--- src/rtl/fss_pkg.sv ---
// fss_pkg: shared types, constants and helpers for the fuzzy subsequence scorer
// no dependencies; used by fss_if.sv and fuzzy_subsequence_scorer.sv
package fss_pkg;

  localparam int NEEDLE_WORDS = 4;
  localparam int WORD_W       = 64;
  localparam int NEEDLE_BYTES = NEEDLE_WORDS * WORD_W / 8;
  localparam int NBYTE_IDX_W  = $clog2(NEEDLE_BYTES);
  localparam int LEN_W        = 6;
  localparam int SCORE_W      = 12;
  localparam int CFG_IDX_W    = 3;

  // configuration register indexes
  localparam logic [CFG_IDX_W-1:0] REG_NEEDLE_0   = 3'd0;
  localparam logic [CFG_IDX_W-1:0] REG_NEEDLE_1   = 3'd1;
  localparam logic [CFG_IDX_W-1:0] REG_NEEDLE_2   = 3'd2;
  localparam logic [CFG_IDX_W-1:0] REG_NEEDLE_3   = 3'd3;
  localparam logic [CFG_IDX_W-1:0] REG_NEEDLE_LEN = 3'd4;

  // result kinds
  localparam logic KIND_HIT     = 1'b0;
  localparam logic KIND_VERDICT = 1'b1;

  // scoring
  localparam logic [SCORE_W-1:0] BONUS_WORD  = 12'd12;
  localparam logic [SCORE_W-1:0] BONUS_PLAIN = 12'd3;

  // word separators and case folding bounds
  localparam logic [7:0] CH_SPACE   = 8'h20;
  localparam logic [7:0] CH_GT      = 8'h3E;
  localparam logic [7:0] CH_DASH    = 8'h2D;
  localparam logic [7:0] CH_UPPER_A = 8'h41;
  localparam logic [7:0] CH_UPPER_Z = 8'h5A;
  localparam logic [7:0] CASE_DELTA = 8'h20;

  typedef struct packed {
    logic                      result_kind;
    logic [7:0]                hit_position;
    logic                      matched;
    logic signed [SCORE_W-1:0] score;
    logic                      last_result;
  } result_t;

  // ascii upper case to lower case, other bytes unchanged
  function automatic logic [7:0] fold_byte(input logic [7:0] c);
    logic [7:0] r;
    r = c;
    if (c >= CH_UPPER_A && c <= CH_UPPER_Z) begin
      r = c + CASE_DELTA;
    end
    return r;
  endfunction

endpackage

--- src/rtl/fss_if.sv ---
// fss_if: valid/ready channel interfaces for haystack bytes and results
// depends on fss_pkg
interface fss_in_if;
  logic       valid;
  logic       ready;
  logic       char_present;
  logic [7:0] haystack_char;
  logic       end_of_haystack;

  modport source (output valid, char_present, haystack_char, end_of_haystack, input ready);
  modport sink (input valid, char_present, haystack_char, end_of_haystack, output ready);
endinterface

interface fss_out_if import fss_pkg::*; ();
  logic                      valid;
  logic                      ready;
  logic                      result_kind;
  logic [7:0]                hit_position;
  logic                      matched;
  logic signed [SCORE_W-1:0] score;
  logic                      last_result;

  modport source (output valid, result_kind, hit_position, matched, score, last_result,
                  input ready);
  modport sink (input valid, result_kind, hit_position, matched, score, last_result,
                output ready);
endinterface

--- src/rtl/fuzzy_subsequence_scorer.sv ---
// fuzzy_subsequence_scorer: streaming needle-in-haystack subsequence scorer
// depends on fss_pkg and the channel interfaces in fss_if.sv
// The scorer takes one haystack byte per clock cycle while its output queue has
// room. Each accepted transaction is scored in the cycle it is accepted and its
// results (a hit report, a verdict, both or neither) go into a four-entry output
// queue that drains one result per cycle while the sink is ready. Input ready is
// high while the queue holds two results or fewer; an end transaction that is also
// a hit emits two results. The user must load the needle through the write port
// only while the block is idle; the block does not enforce it. The haystack length
// count saturates at MAX_HAYSTACK and hit positions report its low eight bits.
module fuzzy_subsequence_scorer import fss_pkg::*; #(
  parameter int MAX_NEEDLE   = 32,
  parameter int MAX_HAYSTACK = 255
) (
  input  logic                 clk,
  input  logic                 rst,
  input  logic                 cfg_we,
  input  logic [CFG_IDX_W-1:0] cfg_index,
  input  logic [WORD_W-1:0]    cfg_wdata,
  fss_in_if.sink               in_ch,
  fss_out_if.source            out_ch
);

  localparam int POS_W  = $clog2(MAX_HAYSTACK + 1);
  localparam int PROG_W = $clog2(MAX_NEEDLE + 1);
  localparam int DIFF_W = ((POS_W > SCORE_W) ? POS_W : SCORE_W) + 1;
  localparam int Q_DEPTH = 4;
  localparam int Q_PTR_W = $clog2(Q_DEPTH);
  localparam int Q_CNT_W = $clog2(Q_DEPTH + 1);
  localparam logic [LEN_W-1:0]   MAX_LEN = LEN_W'(MAX_NEEDLE);
  localparam logic [POS_W-1:0]   POS_MAX = POS_W'(MAX_HAYSTACK);
  localparam logic [Q_CNT_W-1:0] Q_ROOM  = Q_CNT_W'(Q_DEPTH - 2);
  localparam logic signed [DIFF_W-1:0] SC_MIN = DIFF_W'(-(2 ** (SCORE_W - 1)));
  localparam logic signed [DIFF_W-1:0] SC_MAX = DIFF_W'(2 ** (SCORE_W - 1) - 1);

  // configuration registers
  logic [NEEDLE_WORDS-1:0][WORD_W-1:0] needle_regs;
  logic [NEEDLE_BYTES-1:0][7:0]        needle_flat;
  logic [LEN_W-1:0]                    needle_length;

  // per-haystack state
  logic [POS_W-1:0]   haystack_position, haystack_position_next;
  logic [PROG_W-1:0]  needle_progress, needle_progress_next;
  logic [PROG_W-1:0]  run_length, run_length_next;
  logic [SCORE_W-1:0] score_sum, score_sum_next;
  logic [7:0]         previous_char, previous_char_next;

  // output queue
  result_t              q_mem [Q_DEPTH];
  logic [Q_PTR_W-1:0]   q_wr_ptr, q_rd_ptr;
  logic [Q_CNT_W-1:0]   q_count;

  logic accept, pop;
  logic [LEN_W-1:0] len_act;
  logic [NBYTE_IDX_W-1:0] nb_idx;
  logic [7:0] needle_byte;
  logic pending, hit, at_boundary;
  logic [PROG_W-1:0] run_inc;
  logic signed [DIFF_W-1:0] diff;
  result_t hit_res, verdict_res;

  assign accept = in_ch.valid && in_ch.ready;
  assign pop    = out_ch.valid && out_ch.ready;
  assign in_ch.ready = (q_count <= Q_ROOM);

  // configuration writes
  always_ff @(posedge clk) begin
    if (rst) begin
      needle_regs   <= '0;
      needle_length <= '0;
    end else if (cfg_we) begin
      unique case (cfg_index)
        REG_NEEDLE_0:   needle_regs[0] <= cfg_wdata;
        REG_NEEDLE_1:   needle_regs[1] <= cfg_wdata;
        REG_NEEDLE_2:   needle_regs[2] <= cfg_wdata;
        REG_NEEDLE_3:   needle_regs[3] <= cfg_wdata;
        REG_NEEDLE_LEN: needle_length  <= cfg_wdata[LEN_W-1:0];
        default: ;
      endcase
    end
  end

  assign needle_flat = needle_regs;
  assign len_act     = (needle_length > MAX_LEN) ? MAX_LEN : needle_length;
  assign nb_idx      = NBYTE_IDX_W'(needle_progress);
  assign needle_byte = needle_flat[nb_idx];

  // match and score update for the incoming byte
  always_comb begin
    pending     = LEN_W'(needle_progress) < len_act;
    hit         = in_ch.char_present && pending &&
                  (fold_byte(in_ch.haystack_char) == fold_byte(needle_byte));
    at_boundary = (haystack_position == '0) || (previous_char == CH_SPACE) ||
                  (previous_char == CH_GT) || (previous_char == CH_DASH);
    run_inc     = run_length + PROG_W'(1);

    haystack_position_next = haystack_position;
    needle_progress_next   = needle_progress;
    run_length_next        = run_length;
    score_sum_next         = score_sum;
    previous_char_next     = previous_char;

    if (in_ch.char_present) begin
      if (hit) begin
        needle_progress_next = needle_progress + PROG_W'(1);
        run_length_next      = run_inc;
        score_sum_next       = score_sum + (at_boundary ? BONUS_WORD : BONUS_PLAIN) +
                               (SCORE_W'(run_inc) << 1);
      end else if (pending) begin
        run_length_next = '0;
      end
      previous_char_next = in_ch.haystack_char;
      if (haystack_position < POS_MAX) begin
        haystack_position_next = haystack_position + POS_W'(1);
      end
    end
  end

  // result items
  always_comb begin
    diff = $signed(DIFF_W'(score_sum_next)) - $signed(DIFF_W'(haystack_position_next >> 3));

    hit_res.result_kind  = KIND_HIT;
    hit_res.hit_position = 8'(haystack_position);
    hit_res.matched      = 1'b0;
    hit_res.score        = '0;
    hit_res.last_result  = 1'b0;

    verdict_res.result_kind  = KIND_VERDICT;
    verdict_res.hit_position = '0;
    verdict_res.matched      = 1'b1;
    verdict_res.score        = '0;
    verdict_res.last_result  = 1'b1;
    priority if (len_act == '0) begin
      verdict_res.matched = 1'b1;
    end else if (LEN_W'(needle_progress_next) >= len_act) begin
      if (diff < SC_MIN) begin
        verdict_res.score = SCORE_W'(SC_MIN);
      end else if (diff > SC_MAX) begin
        verdict_res.score = SCORE_W'(SC_MAX);
      end else begin
        verdict_res.score = SCORE_W'(diff);
      end
    end else begin
      verdict_res.matched = 1'b0;
    end
  end

  // state registers, cleared after each verdict
  always_ff @(posedge clk) begin
    if (rst) begin
      haystack_position <= '0;
      needle_progress   <= '0;
      run_length        <= '0;
      score_sum         <= '0;
      previous_char     <= '0;
    end else if (accept) begin
      if (in_ch.end_of_haystack) begin
        haystack_position <= '0;
        needle_progress   <= '0;
        run_length        <= '0;
        score_sum         <= '0;
        previous_char     <= '0;
      end else begin
        haystack_position <= haystack_position_next;
        needle_progress   <= needle_progress_next;
        run_length        <= run_length_next;
        score_sum         <= score_sum_next;
        previous_char     <= previous_char_next;
      end
    end
  end

  // output queue storage
  always_ff @(posedge clk) begin
    if (accept) begin
      if (hit) begin
        q_mem[q_wr_ptr] <= hit_res;
      end
      if (in_ch.end_of_haystack) begin
        q_mem[q_wr_ptr + Q_PTR_W'(hit)] <= verdict_res;
      end
    end
  end

  // output queue pointers
  always_ff @(posedge clk) begin
    if (rst) begin
      q_wr_ptr <= '0;
      q_rd_ptr <= '0;
      q_count  <= '0;
    end else begin
      if (accept) begin
        q_wr_ptr <= q_wr_ptr + Q_PTR_W'(hit) + Q_PTR_W'(in_ch.end_of_haystack);
      end
      if (pop) begin
        q_rd_ptr <= q_rd_ptr + Q_PTR_W'(1);
      end
      q_count <= q_count + (accept ? (Q_CNT_W'(hit) + Q_CNT_W'(in_ch.end_of_haystack)) : '0)
                 - Q_CNT_W'(pop);
    end
  end

  // output channel
  assign out_ch.valid        = (q_count != '0);
  assign out_ch.result_kind  = q_mem[q_rd_ptr].result_kind;
  assign out_ch.hit_position = q_mem[q_rd_ptr].hit_position;
  assign out_ch.matched      = q_mem[q_rd_ptr].matched;
  assign out_ch.score        = q_mem[q_rd_ptr].score;
  assign out_ch.last_result  = q_mem[q_rd_ptr].last_result;

  // queue never overfills
  assert property (@(posedge clk) disable iff (rst) q_count <= Q_CNT_W'(Q_DEPTH))
    else $error("output queue overflow");

  // a verdict clears the per-haystack state
  assert property (@(posedge clk) disable iff (rst)
    accept && in_ch.end_of_haystack |=> needle_progress == '0 && haystack_position == '0)
    else $error("state not cleared after verdict");

  // a hit that does not close the haystack advances the needle by one
  assert property (@(posedge clk) disable iff (rst)
    accept && hit && !in_ch.end_of_haystack |=>
      needle_progress == $past(needle_progress) + PROG_W'(1))
    else $error("needle progress did not advance on hit");

  // progress never runs past the active needle length while a haystack is open
  assert property (@(posedge clk) disable iff (rst)
    accept && !in_ch.end_of_haystack && !cfg_we |=>
      LEN_W'(needle_progress) <= len_act || $past(LEN_W'(needle_progress) > len_act))
    else $error("needle progress beyond needle length");

endmodule

--- src/flat_wrapper.sv ---
// flat-port wrapper written by rule: the top's interface ports become plain ports
module fuzzy_subsequence_scorer_flat import fss_pkg::*;
#(
  parameter int MAX_NEEDLE   = 32,
  parameter int MAX_HAYSTACK = 255
)
  (clk, rst, cfg_we, cfg_index, cfg_wdata, in_ch_valid, in_ch_char_present, in_ch_haystack_char, in_ch_end_of_haystack, in_ch_ready, out_ch_valid, out_ch_result_kind, out_ch_hit_position, out_ch_matched, out_ch_score, out_ch_last_result, out_ch_ready);
  fss_in_if in_ch_i ();
  fss_out_if out_ch_i ();
  input  logic clk;
  input  logic rst;
  input  logic cfg_we;
  input  logic [CFG_IDX_W-1:0] cfg_index;
  input  logic [WORD_W-1:0] cfg_wdata;
  input wire logic [$bits(in_ch_i.valid)-1:0] in_ch_valid;
  input wire logic [$bits(in_ch_i.char_present)-1:0] in_ch_char_present;
  input wire logic [$bits(in_ch_i.haystack_char)-1:0] in_ch_haystack_char;
  input wire logic [$bits(in_ch_i.end_of_haystack)-1:0] in_ch_end_of_haystack;
  output wire logic [$bits(in_ch_i.ready)-1:0] in_ch_ready;
  output wire logic [$bits(out_ch_i.valid)-1:0] out_ch_valid;
  output wire logic [$bits(out_ch_i.result_kind)-1:0] out_ch_result_kind;
  output wire logic [$bits(out_ch_i.hit_position)-1:0] out_ch_hit_position;
  output wire logic [$bits(out_ch_i.matched)-1:0] out_ch_matched;
  output wire logic [$bits(out_ch_i.score)-1:0] out_ch_score;
  output wire logic [$bits(out_ch_i.last_result)-1:0] out_ch_last_result;
  input wire logic [$bits(out_ch_i.ready)-1:0] out_ch_ready;
  assign in_ch_i.valid = in_ch_valid;
  assign in_ch_i.char_present = in_ch_char_present;
  assign in_ch_i.haystack_char = in_ch_haystack_char;
  assign in_ch_i.end_of_haystack = in_ch_end_of_haystack;
  assign in_ch_ready = in_ch_i.ready;
  assign out_ch_valid = out_ch_i.valid;
  assign out_ch_result_kind = out_ch_i.result_kind;
  assign out_ch_hit_position = out_ch_i.hit_position;
  assign out_ch_matched = out_ch_i.matched;
  assign out_ch_score = out_ch_i.score;
  assign out_ch_last_result = out_ch_i.last_result;
  assign out_ch_i.ready = out_ch_ready;
  fuzzy_subsequence_scorer #(.MAX_NEEDLE(MAX_NEEDLE), .MAX_HAYSTACK(MAX_HAYSTACK)) u_core (.clk(clk), .rst(rst), .cfg_we(cfg_we), .cfg_index(cfg_index), .cfg_wdata(cfg_wdata), .in_ch(in_ch_i), .out_ch(out_ch_i));
endmodule
--- config.mk ---
export PLATFORM = sky130hd
export DESIGN_NAME = fuzzy_subsequence_scorer_flat
export DESIGN_NICKNAME = d
export VERILOG_FILES = /design/src/rtl/fss_pkg.sv /design/src/rtl/fss_if.sv /design/src/rtl/fuzzy_subsequence_scorer.sv /design/src/flat_wrapper.sv
export SDC_FILE = /design/constraint.sdc
export NUM_CORES = 1
export LEC_CHECK = 0
export ABC_AREA = 1
export BUFFER_PORTS_ARGS = -buffer_cell sky130_fd_sc_hd__buf_4
export CORE_MARGIN = 4
export CORE_UTILIZATION = 47
export CTS_BUF_LIST = sky130_fd_sc_hd__clkbuf_2 sky130_fd_sc_hd__clkbuf_4 sky130_fd_sc_hd__clkbuf_8
export CTS_CLUSTER_SIZE = 30
export DETAILED_ROUTE_END_ITERATION = 10
export PLACE_DENSITY = 0.65
export RECOVER_POWER = 100
export SYNTH_ARGS = -nofsm -noshare
export SYNTH_HDL_FRONTEND = slang
export SYNTH_SLANG_ARGS = --single-unit
--- constraint.sdc ---
create_clock -name clk -period 7.6 [get_ports clk]
set_clock_uncertainty 0.15 [all_clocks]
set_input_delay 1.14 -clock clk [delete_from_list [all_inputs] [get_ports clk]]
set_output_delay 1.14 -clock clk [all_outputs]
set_load 0.01 [all_outputs]
==> results of run 1 <==
[per-layer routing]
metal / vias to the layer above / track usage (%)
met5: - / 0
met4: 0 / 9.14
met3: 114 / 4.47
met2: 617 / 45.0
met1: 8444 / 32.1
li1: 8893 / -
[sequential cells by signal, summed over array words and instances (netlist names), named ones only]
signal	flops
u_core.haystack_position	8
u_core.needle_flat	256
u_core.needle_length	6
u_core.needle_progress	6
u_core.previous_char	8
u_core.q_count	3
u_core.q_mem	88
u_core.q_rd_ptr	2
u_core.q_wr_ptr	2
u_core.run_length	6
u_core.score_sum	12
[kinds of logic after synthesis]
group	Yosys count
flip-flops	399
adder cells (fa/ha/maj)	46
AO/OA/AOI/OAI	657
buffers and inverters	368
XOR/XNOR	31
multiplexers	1
AND/OR/NAND/NOR	1191
[through the flow]
| step | total power (uW) | hold WS, ns | utilization (%) | area [um2] |
|---|---|---|---|---|
| global placement | 3000 | 0.276 | 49.8 | 20300 |
| CTS | 5140 | 0.296 | 53.5 | 21800 |
| detailed placement | 3020 | 0.286 | 49.8 | 20300 |
| global route | 5290 | 0.316 | 52.9 | 21600 |
| floorplan | 2740 | 0.264 | - | 19400 |
| finish | 5070 | 0.295 | 52.9 | 21600 |
[cells in the mapped netlist (all sizes together), types with 8 or more instances]
cell type / n
nand3: 145
dfxtp: 347
nor2: 655
inv: 201
o21ai: 411
a211oi: 19
o211ai: 20
nand4: 8
nand2: 357
edfxtp: 52
o22ai: 23
clkbuf: 110
buf: 54
ha: 40
xor2: 25
a21oi: 168
nor3: 19
[report_power, final]
group	internal, uW	leakage [uW]	total (uW)	switching, uW
registers	2230	0.00326	2280	46.2
clock network	1210	0.000809	2140	927
logic	210	0.00484	652	442
total	3650	0.00891	5070	1420
[layout make-up]
cell class / instances / area [um2] / area share, %
multi-input cells: 1926 / 9210 / 42.7
flip-flops and latches: 399 / 8510 / 39.5
clock buffers: 114 / 1410 / 6.52
repair buffers: 132 / 893 / 4.14
inverters: 204 / 772 / 3.58
well taps: 532 / 666 / 3.09
clock inverters: 12 / 106 / 0.493
[worst max-delay path: stages (launching register included)]
cell     delay, ns
dfxtp_1       0.35
inv_4         0.76
o21ai_0       0.40
nand3_1       0.20
nand3_1       0.09
nand2_1       0.10
nand2_2       0.11
nand2_1       0.10
nor2_1        0.06
nor2_1        0.29
nand2_1       0.12
nand2_1       0.08
nand3_1       0.11
nand2_4       0.12
inv_2         0.04
nor2_1        0.52
o21ai_0       0.34
fa_1          0.52
nand3_1       0.11
nand2_1       0.08
a21oi_1       0.15
nand2_1       0.11
nor2_2        0.20
nand3_1       0.14
nand3_1       0.42
nand2_1       0.19
nand2_4       0.11
nor2_1        0.04
[how the worst max path moves through the flow]
| stage | endpoint | start | slack (ns) |
|---|---|---|---|
| 5_1_grt | u_core.q_mem[0][9] | u_core.needle_progress[0] | 0.69 |
| 3_3_place_gp | u_core.q_mem[0][10] | u_core.needle_progress[0] | 1.93 |
| 6_report | u_core.q_mem[0][6] | u_core.needle_progress[0] | 1.26 |
| 4_1_cts | u_core.q_mem[1][1] | u_core.needle_progress[0] | 1.77 |
| 3_5_place_dp | u_core.q_mem[1][1] | u_core.needle_progress[0] | 1.79 |
| 2_1_floorplan | u_core.q_mem[2][10] | in_ch_haystack_char[2] | 3.00 |
==> metrics.md, run 1 <==
| Metric | Value |
|---|---|
| Most used flip-flop cell after synthesis | `dfxtp_1` |
| Inserted Diodes | `0` |
| Skew-Pair Late Insertion Delay | `0.63 ns` |
| Slew HR | `-125%` |
| Leakage | `0.00891 uW` |
| Routed met2 length | `28.7 mm` |
| Share of the synthesized area in the top cell type | `35.9%` |
| Reg2Reg Setup Slack | `1.26 ns` |
| Avg Inst Size Synth | `7.19 um2` |
| TritonCTS Buffers | `71` |
| R2r startpoint | `u_core.needle_progress[0]` |
| Synth Area in XOR/XNOR | `1.40%` |
| Worst hold start | `u_core.needle_flat[251]` |
| Post-Layout Cell Count | `3319` |
| DR DRC count | `0` |
| Max Cap Viol | `4` |
| Inst Count DP | `3193` |
| Gpl congestion | `0.881` |
| Htree depth | `3` |
| Highest clock rate | `158 MHz` |
| Post-CTS sizing | `0` |
| Clk sinks | `399` |
| Startpoint types | `register` |
| Post-DRT Antenna Nets | `0` |
| Vias | `18100` |
| Critical Path RT | `7.82 ns` |
| Setup CP Type | `register to register` |
| Total iterations of the first detailed-routing run | `5` |
| Number of synthesized flops with an enable pin | `52` |
| PD cells | `235 nW/um2` |
| Io pins | `107` |
| Input/output buffers | `106` |
| FF-to-FF path depth | `27` |
| Height of the die | `211 um` |
| Post-synthesis cell area | `19400 um2` |
| Uppermost layer routed | `met4` |
| Die X | `211 um` |
| Reg clk slew, reported paths | `0.06 ns` |
| Initial Utilization | `47.5%` |
| Synth async-reset ratio | `0%` |
| WL met3 | `3.83 mm` |
| Crit end category | `register` |
| Die area | `44500 um2` |
| Yosys Warn Count | `0` |
| Commonest cells after routing, fill and taps aside | `nor2_1, o21ai_0, nand2_1, dfxtp_1, inv_1` |
| Final min period | `6.34 ns` |
| Most common library cell in the layout ignoring fill and taps | `nor2_1` |
| Slew of the pin with the lowest slew margin | `3.35 ns` |
| Slack of the critical path | `1.26 ns` |
| Hold endpoint | `u_core.needle_flat[251]` |
| Cells after Synth | `2693` |
| Final Slew Violations | `177` |
| Fillers | `4033` |
| Vias in the first global route | `17600` |
| CP max FO | `99` |
| Yosys reg bits | `399` |
| First-pass GRT wire length | `92.9 mm` |
| Overall Global Routing Usage | `25.8%` |
| Met1 Routed Length | `24.2 mm` |
| Mux cell area share after synthesis | `0.0517%` |
| Hold Crit Depth | `2` |
| Share of post-route cells with drive strength above 1 | `9.76%` |
| Cell taking the most area after synthesis | `dfxtp_1` |
| Largest family of logic cells by synthesized area | `simple AND/OR/NAND/NOR gates` |
| Initial DRC count | `1379` |
| WP data arrival | `6.56 ns` |
| Final WL | `58.6 mm` |
| Failing checks | `max-capacitance violations, max-slew violations` |
| Total gr overflow | `0` |
| Setup-failing EPs final | `0` |
| Post-place setup slack | `1.79 ns` |
| Peak VDD IR | `0.126 mV` |
| Pin count of the biggest net entering global routing | `163` |
| Hold WC Path Type | `register to register` |
| Syn nets | `2821` |
| Area Growth Syn to Fin | `11.4%` |
| Sequential area share after synthesis | `44.0%` |
| CTS root buffer | `clkbuf_8` |
| Final Hold Viols | `0` |
| Nets@finish | `2862` |
| Clock Path Buffers | `3` |
| Post-DP HPWL | `36.7 mm` |
| Avg WL per Cell | `17.6 um` |
| Area contributors post-synth | `dfxtp_1, nor2_1, o21ai_0` |
| Final setup TNS | `0 ns` |
| Synth Area in Simple Gates | `25.5%` |
| Post-CTS Repair Setup Buffers | `0` |
| Worst R2R End | `u_core.q_mem[0][6]` |
| Core area | `40700 um2` |
| CTS tree | `yes` |
| Period utilisation layout | `83.4%` |
| Netlist cell types | `49` |
| Outcome | `finished, violations left` |
| Adder-Cell Fraction of Synth Area | `3.21%` |
| Antenna violations before repair | `0` |
| Site Rows | `74` |
| Compound-Gate Fraction of Synth Area | `17.9%` |
| Routed vias/inst | `5.44` |
| RSZ-0062 raised after global routing | `no` |
| Hold buffers post-CTS | `0` |
No activity file was read; power rests on OpenSTA's default activity.
==> run 2, diff against run 1 <==
==> constraint.sdc (replaced) <==
create_clock -name clk -period 6.5 [get_ports clk]
set_clock_uncertainty 0.15 [all_clocks]
set_input_delay 0.975 -clock clk [delete_from_list [all_inputs] [get_ports clk]]
set_output_delay 0.975 -clock clk [all_outputs]
set_load 0.01 [all_outputs]
==> run 2 against run 1 <==
Against the previous run:
- the flow still finishes with violations (max-capacitance violations, max-slew violations)
- flip-flop and latch count did not move
- cell count up 0.18%
- critical path depth grew 1
- worst hold slack barely moved
- count of clock-buffer cells in the layout rose by 1
- core utilization grew 0.12 points
- fmax rose by 8.1%
- die area unchanged
- combinational power rose by 15%
- first-iteration DRC count is 15% higher
==> metrics.md, run 2 (same netlist as run 1, synthesis figures left out) <==
| Metric | Value |
|---|---|
| Post-DRT Antenna Nets | `0 (unchanged)` |
| DR DRC count | `0 (unchanged)` |
| CTS root buffer | `clkbuf_8` |
| Site Rows | `74 (unchanged)` |
| Antenna violations before repair | `0 (unchanged)` |
| Highest clock rate | `171 MHz (+8.1%)` |
| Critical Path RT | `6.69 ns (-1.13 ns)` |
| Setup-failing EPs final | `0 (unchanged)` |
| Htree depth | `3 (unchanged)` |
| Slew of the pin with the lowest slew margin | `3.01 ns (-0.336 ns)` |
| Startpoint types | `register` |
| Failing checks | `max-capacitance violations, max-slew violations` |
| Most common library cell in the layout ignoring fill and taps | `nor2_1` |
| Clk pwr share | `42.0% (-0.2 points)` |
| Crit path to | `u_core.q_mem[2][7]` |
| Routed vias/inst | `5.45 (+0.11%)` |
| Setup CP Type | `register to register` |
| TritonCTS Buffers | `71 (unchanged)` |
| Initial DRC count | `1585 (+15%)` |
| Net Sw Power | `1650 uW (+16%)` |
| Initial Utilization | `47.5% (unchanged)` |
| Flop pwr share | `45.2% (+0.3 points)` |
| Worst path max stage delay | `0.77 ns (about the same)` |
| Clk sinks | `399 (unchanged)` |
| Post-DP Area | `20300 um2 (+0.20%)` |
| Period utilisation layout | `90.2% (+6.8 points)` |
| Vias | `18100 (+0.29%)` |
| Total gr overflow | `0 (unchanged)` |
| Reg2Reg Setup Slack | `0.64 ns (-0.63 ns)` |
| Avg WL per Cell | `17.7 um (+0.46%)` |
| Area Growth Syn to Fin | `11.6%` |
| Post-DP HPWL | `37.4 mm (+2.1%)` |
| Height of the die | `211 um (unchanged)` |
| Share of post-route cells with drive strength above 1 | `9.77% (+0.015 points)` |
| Die area | `44500 um2 (unchanged)` |
| Sw frac | `27.9% (-0.060 points)` |
| Reg clk slew, reported paths | `0.06 ns (about the same)` |
| Peak VDD IR | `0.150 mV (+19%)` |
| Commonest cells after routing, fill and taps aside | `nor2_1, o21ai_0, nand2_1, dfxtp_1, inv_1` |
| Final WL | `58.9 mm (+0.65%)` |
| Core area | `40700 um2 (unchanged)` |
| Outcome | `finished, violations left` |
| CP startpoint | `u_core.needle_progress[1]` |
| Final min period | `5.86 ns (-0.473 ns)` |
| Post-CTS Repair Setup Buffers | `0 (unchanged)` |
| Nets@finish | `2866 (+0.14%)` |
| FF-to-FF path depth | `28 (+3.7%)` |
| Crit end category | `register` |
| Input/output buffers | `106 (unchanged)` |
| Fin area | `21600 um2 (+0.23%)` |
| Gpl congestion | `0.855 (-3.0%)` |
| R2r startpoint | `u_core.needle_progress[1]` |
| Die X | `211 um (unchanged)` |
| Inserted Diodes | `0 (unchanged)` |
| Largest register FFs | `256 (unchanged)` |
| Skew-Pair Late Insertion Delay | `0.63 ns (about the same)` |
| Vias in the first global route | `17600 (+0.16%)` |
| Max Cap Viol | `5 (+1)` |
| Comb pwr share | `12.7% (-0.2 points)` |
| Final Slew Violations | `223 (+26%)` |
| Final Hold Viols | `0 (unchanged)` |
| RSZ-0062 raised after global routing | `no` |
| WP data arrival | `6.05 ns (-0.51 ns)` |
| Final setup TNS | `0 ns (unchanged)` |
| CP max FO | `77 (-22%)` |
| Total iterations of the first detailed-routing run | `6 (+1)` |
| Hold buffers post-CTS | `0 (unchanged)` |
| First-pass GRT wire length | `93.4 mm (+0.64%)` |
| Hold Crit Depth | `2 (unchanged)` |
| Slew HR | `-101% (+24 points)` |
| Pin count of the biggest net entering global routing | `163 (unchanged)` |
| Overall Global Routing Usage | `26.0% (+0.21 points)` |
| Hold WC Path Type | `register to register` |
| Io pins | `107 (unchanged)` |
| Most common cell on crit path | `nand2_1` |
| Clock Path Buffers | `3 (unchanged)` |
| Int Power | `4260 uW (+17%)` |
| PD cells | `273 nW/um2 (+16%)` |
| CP max-delay cell | `buf_4` |
| Leakage | `0.00890 uW (-0.15%)` |
| CTS tree | `yes` |
| Worst R2R End | `u_core.q_mem[2][7]` |
-- run 2: cell count changes in the layout (fill, tap and decap cells not counted), sizes merged --
| cell | previous run | this run |
|---|---|---|
| clkinvlp | 2 | 1 |
| inv | 204 | 206 |
| buf | 101 | 106 |
-- run 2: timing repair --
action,4_1_cts,5_1_grt
setup endpoints to repair,0,4
gates resized for setup,0,1
endpoints found under the hold margin,0,0
-- run 2: layout make-up --
class / count / area (um2)
Fill cell: 4045 / 19100
Clock inverter: 13 / 110
Multi-Input combinational cell: 1926 / 9220
Timing Repair Buffer: 136 / 933
Clock buffer: 115 / 1400
Tap cell: 532 / 666
Sequential cell: 399 / 8510
Inverter: 204 / 774
-- run 2: layer usage --
metal	global-route usage (%)	part of all wire (%)
met5	0	0
met4	11.0	3.9
met3	4.75	6.0
met2	44.5	49
met1	32.3	42
-- run 2: worst min-delay path by stage --
stage | end | start | slack (ns)
2_1_floorplan | u_core.q_mem[1][0] | u_core.q_mem[1][0] | 0.26
3_3_place_gp | u_core.q_mem[1][0] | u_core.q_mem[1][0] | 0.28
3_5_place_dp | u_core.needle_flat[225] | u_core.needle_flat[225] | 0.29
4_1_cts | u_core.needle_flat[225] | u_core.needle_flat[225] | 0.30
5_1_grt | u_core.q_mem[3][0] | u_core.q_mem[3][0] | 0.32
6_report | u_core.needle_flat[225] | u_core.needle_flat[225] | 0.29
-- run 2: power groups by stage --
stage / logic [uW] / registers [uW] / clock network [uW]
after floorplan: 505 / 2700 / 0
after global placement: 788 / 2720 / 0
after detailed placement: 804 / 2720 / 0
after CTS: 806 / 2670 / 2520
after global routing: 843 / 2680 / 2650
final: 750 / 2670 / 2480
-- run 2: stage by stage --
step / util, % / std cells / worst slack (ns) / hold WS (ns) / power, uW
floorplan: - / 2693 / 2.07 / 0.264 / 3200
finish: 53.0 / 3325 / 0.637 / 0.295 / 5900
global placement: 49.9 / 3197 / 0.640 / 0.281 / 3510
global route: 53.0 / 3325 / 0.231 / 0.315 / 6170
detailed placement: 49.9 / 3197 / 0.511 / 0.287 / 3530
CTS: 53.6 / 3325 / 0.469 / 0.296 / 6000
-- run 2: critical path, delay by kind of cell (launching register included) --
family                   cells  cell delay [ns]
AO/OA/AOI/OAI                3             0.51
adder cells (fa/ha/maj)      2             0.60
buffers and inverters        2             0.83
flip-flops                   1             0.34
multiplexers                 1             0.29
AND/OR/NAND/NOR             20             2.77
==> run 3, diff against run 2 <==
--- a/config.mk
+++ b/config.mk
@@ -7,13 +7,12 @@
 export LEC_CHECK = 0
 export ABC_AREA = 1
 export BUFFER_PORTS_ARGS = -buffer_cell sky130_fd_sc_hd__buf_4
-export CORE_MARGIN = 4
 export CORE_UTILIZATION = 47
 export CTS_BUF_LIST = sky130_fd_sc_hd__clkbuf_2 sky130_fd_sc_hd__clkbuf_4 sky130_fd_sc_hd__clkbuf_8
 export CTS_CLUSTER_SIZE = 30
 export DETAILED_ROUTE_END_ITERATION = 10
 export PLACE_DENSITY = 0.65
-export RECOVER_POWER = 100
+export RECOVER_POWER = 25
 export SYNTH_ARGS = -nofsm -noshare
 export SYNTH_HDL_FRONTEND = slang
 export SYNTH_SLANG_ARGS = --single-unit
==> run 3 against run 2 <==
Against the previous run:
- the run still ends with max-capacitance violations, max-slew violations left
- critical endpoint is now u_core.q_mem[3][4]
- clock power decreased by 2%
- register-to-register slack improved by 0.02 ns
- first-iteration DRC count decreased by 3.1%
- worst hold slack got worse by 0.0014 ns
- count of clock-buffer cells in the layout decreased by 6
==> metrics.md, run 3 (same netlist as run 1, synthesis figures left out) <==
| Metric | Value |
|---|---|
| Reg2Reg Setup Slack | `0.65 ns (+0.02 ns)` |
| Inserted Diodes | `0 (unchanged)` |
| Htree depth | `3 (unchanged)` |
| Routed vias/inst | `5.45 (about the same)` |
| Core area | `40200 um2 (-1.4%)` |
| Nets@finish | `2867 (+0.035%)` |
| Die X | `205 um (-2.8%)` |
| Worst R2R End | `u_core.q_mem[3][4]` |
| Site Rows | `73 (-1.4%)` |
| PD cells | `270 nW/um2 (-1.0%)` |
| Overall Global Routing Usage | `27.7% (+1.8 points)` |
| Hold Slack | `0.293 ns (-0.00142 ns)` |
| Most common library cell in the layout ignoring fill and taps | `nor2_1` |
| Total iterations of the first detailed-routing run | `5 (-1)` |
| TritonCTS Buffers | `71 (unchanged)` |
| Height of the die | `205 um (-2.8%)` |
| Area Growth Syn to Fin | `12.6%` |
| Period utilisation layout | `89.9% (-0.27 points)` |
| Final Hold Viols | `0 (unchanged)` |
| Slew of the pin with the lowest slew margin | `3.69 ns (+0.672 ns)` |
| CP max FO | `37 (-52%)` |
| Crit path to | `u_core.q_mem[3][4]` |
| Hold buffers post-CTS | `0 (unchanged)` |
| Fillers | `3961 (-2.1%)` |
| Vias in the first global route | `17300 (-2.0%)` |
| Slew HR | `-147% (-46 points)` |
| Post-DRT Antenna Nets | `0 (unchanged)` |
| RSZ-0062 raised after global routing | `no` |
| Largest register FFs | `256 (unchanged)` |
| Failing checks | `max-capacitance violations, max-slew violations` |
| Clk sinks | `399 (unchanged)` |
| FF-to-FF path depth | `27 (-3.6%)` |
| Input/output buffers | `106 (unchanged)` |
| Outcome | `finished, violations left` |
| Peak VDD IR | `0.155 mV (+3.4%)` |
| Post-Layout Cell Count | `3319 (-0.18%)` |
| Vias | `18100 (-0.20%)` |
| Post-CTS Repair Setup Buffers | `0 (unchanged)` |
| R2r startpoint | `u_core.needle_progress[1]` |
| Setup CP Type | `register to register` |
| Post-DP HPWL | `37.1 mm (-0.94%)` |
| Share of post-route cells with drive strength above 1 | `11.6% (+1.9 points)` |
| Commonest cells after routing, fill and taps aside | `nor2_1, o21ai_0, dfxtp_1, nand2_1, inv_1` |
| CTS root buffer | `clkbuf_8` |
| CP startpoint | `u_core.needle_progress[1]` |
| Post-CTS sizing | `0 (unchanged)` |
| Final Slew Violations | `153 (-31%)` |
| Reg clk slew, reported paths | `0.06 ns (about the same)` |
| Inst Count DP | `3191 (-0.19%)` |
| Crit end category | `register` |
| Clock Path Buffers | `3 (unchanged)` |
| Gpl congestion | `0.872 (+2.0%)` |
| Startpoint types | `register` |
| Setup-failing EPs final | `0 (unchanged)` |
| Initial Utilization | `48.2% (+0.65 points)` |
| Total gr overflow | `0 (unchanged)` |
| Final setup TNS | `0 ns (unchanged)` |
| Pin count of the biggest net entering global routing | `163 (unchanged)` |
| Skew-Pair Late Insertion Delay | `0.64 ns (about the same)` |
| DR DRC count | `0 (unchanged)` |
| WP data arrival | `6.18 ns (+0.13 ns)` |
| Io pins | `107 (unchanged)` |
| Die area | `42000 um2 (-5.6%)` |
| First-pass GRT wire length | `91.6 mm (-1.9%)` |
| Critical Path RT | `6.83 ns (+0.14 ns)` |
| Leakage | `0.00910 uW (+2.3%)` |
| Avg WL per Cell | `17.5 um (-1.3%)` |
| Highest clock rate | `171 MHz (+0.30%)` |
| Initial DRC count | `1536 (-3.1%)` |
| Hold WC Path Type | `register to register` |
| Max Cap Viol | `2 (-3)` |
| Final min period | `5.85 ns (-0.0174 ns)` |
| Final WL | `58.0 mm (-1.5%)` |
| Antenna violations before repair | `0 (unchanged)` |
| CTS tree | `yes` |
[run 3: worst max-delay path, stage by stage (launching register included)]
cell,delay (ns)
dfxtp_2,0.32
inv_2,0.63
buf_4,0.37
nand3_1,0.17
nand3_1,0.14
nand2_1,0.08
a21oi_1,0.14
nand2_1,0.11
nand2_1,0.14
nand3_2,0.11
nor2_4,0.17
nand3_1,0.14
a21oi_2,0.23
nand2_1,0.12
nor2_4,0.20
nand2_1,0.07
o21ai_0,0.21
ha_1,0.32
a21o_1,0.18
a21oi_1,0.20
nor2_1,0.06
nand3_1,0.11
nand3_2,0.13
o21ai_0,0.20
nand3_1,0.54
nand2_2,0.26
nand2_4,0.07
nor2_1,0.11
[run 3: worst min-delay path by stage]
stage / startpoint / to / slack [ns] / cells past startpoint
after floorplan: u_core.q_mem[1][0] / u_core.q_mem[1][0] / 0.26 / 2
after global placement: u_core.q_mem[1][0] / u_core.q_mem[1][0] / 0.28 / 2
after detailed placement: u_core.q_mem[2][0] / u_core.q_mem[2][0] / 0.29 / 2
after CTS: u_core.needle_flat[248] / u_core.needle_flat[248] / 0.30 / 2
after global routing: u_core.needle_flat[252] / u_core.needle_flat[252] / 0.31 / 2
final: u_core.needle_flat[248] / u_core.needle_flat[248] / 0.29 / 2
[run 3: cell type report]
class	count	area (um2)	share of cell area (%)
Multi-Input combinational cell	1926	9340	42.8
Sequential cell	399	8510	39.1
Clock buffer	109	1360	6.22
Timing Repair Buffer	137	1040	4.75
Inverter	204	771	3.54
Tap cell	525	657	3.01
Clock inverter	19	123	0.563
[run 3: per-stage QoR]
| step | util [%] | setup WS [ns] | instance area [um2] | total power (uW) |
|---|---|---|---|---|
| 2_1_floorplan | - | 2.07 | 19400 | 3200 |
| 3_3_place_gp | 50.6 | 0.779 | 20300 | 3510 |
| 3_5_place_dp | 50.6 | 0.688 | 20300 | 3530 |
| 4_1_cts | 54.3 | 0.668 | 21800 | 5940 |
| 5_1_grt | 54.2 | 0.196 | 21800 | 6140 |
| 6_report | 54.2 | 0.654 | 21800 | 5890 |
[run 3: routing by layer]
metal	up-vias	wire [um]	GRT usage, %
met5	-	0	0
met4	0	2330	13.8
met3	131	2710	3.93
met2	506	28500	47.6
met1	8541	24500	33.9
li1	8907	-	-
[run 3: report_power, final]
group	internal (uW)	switching, uW
logic	288	527
registers	2610	53.9
clock network	1370	1050
total	4260	1630
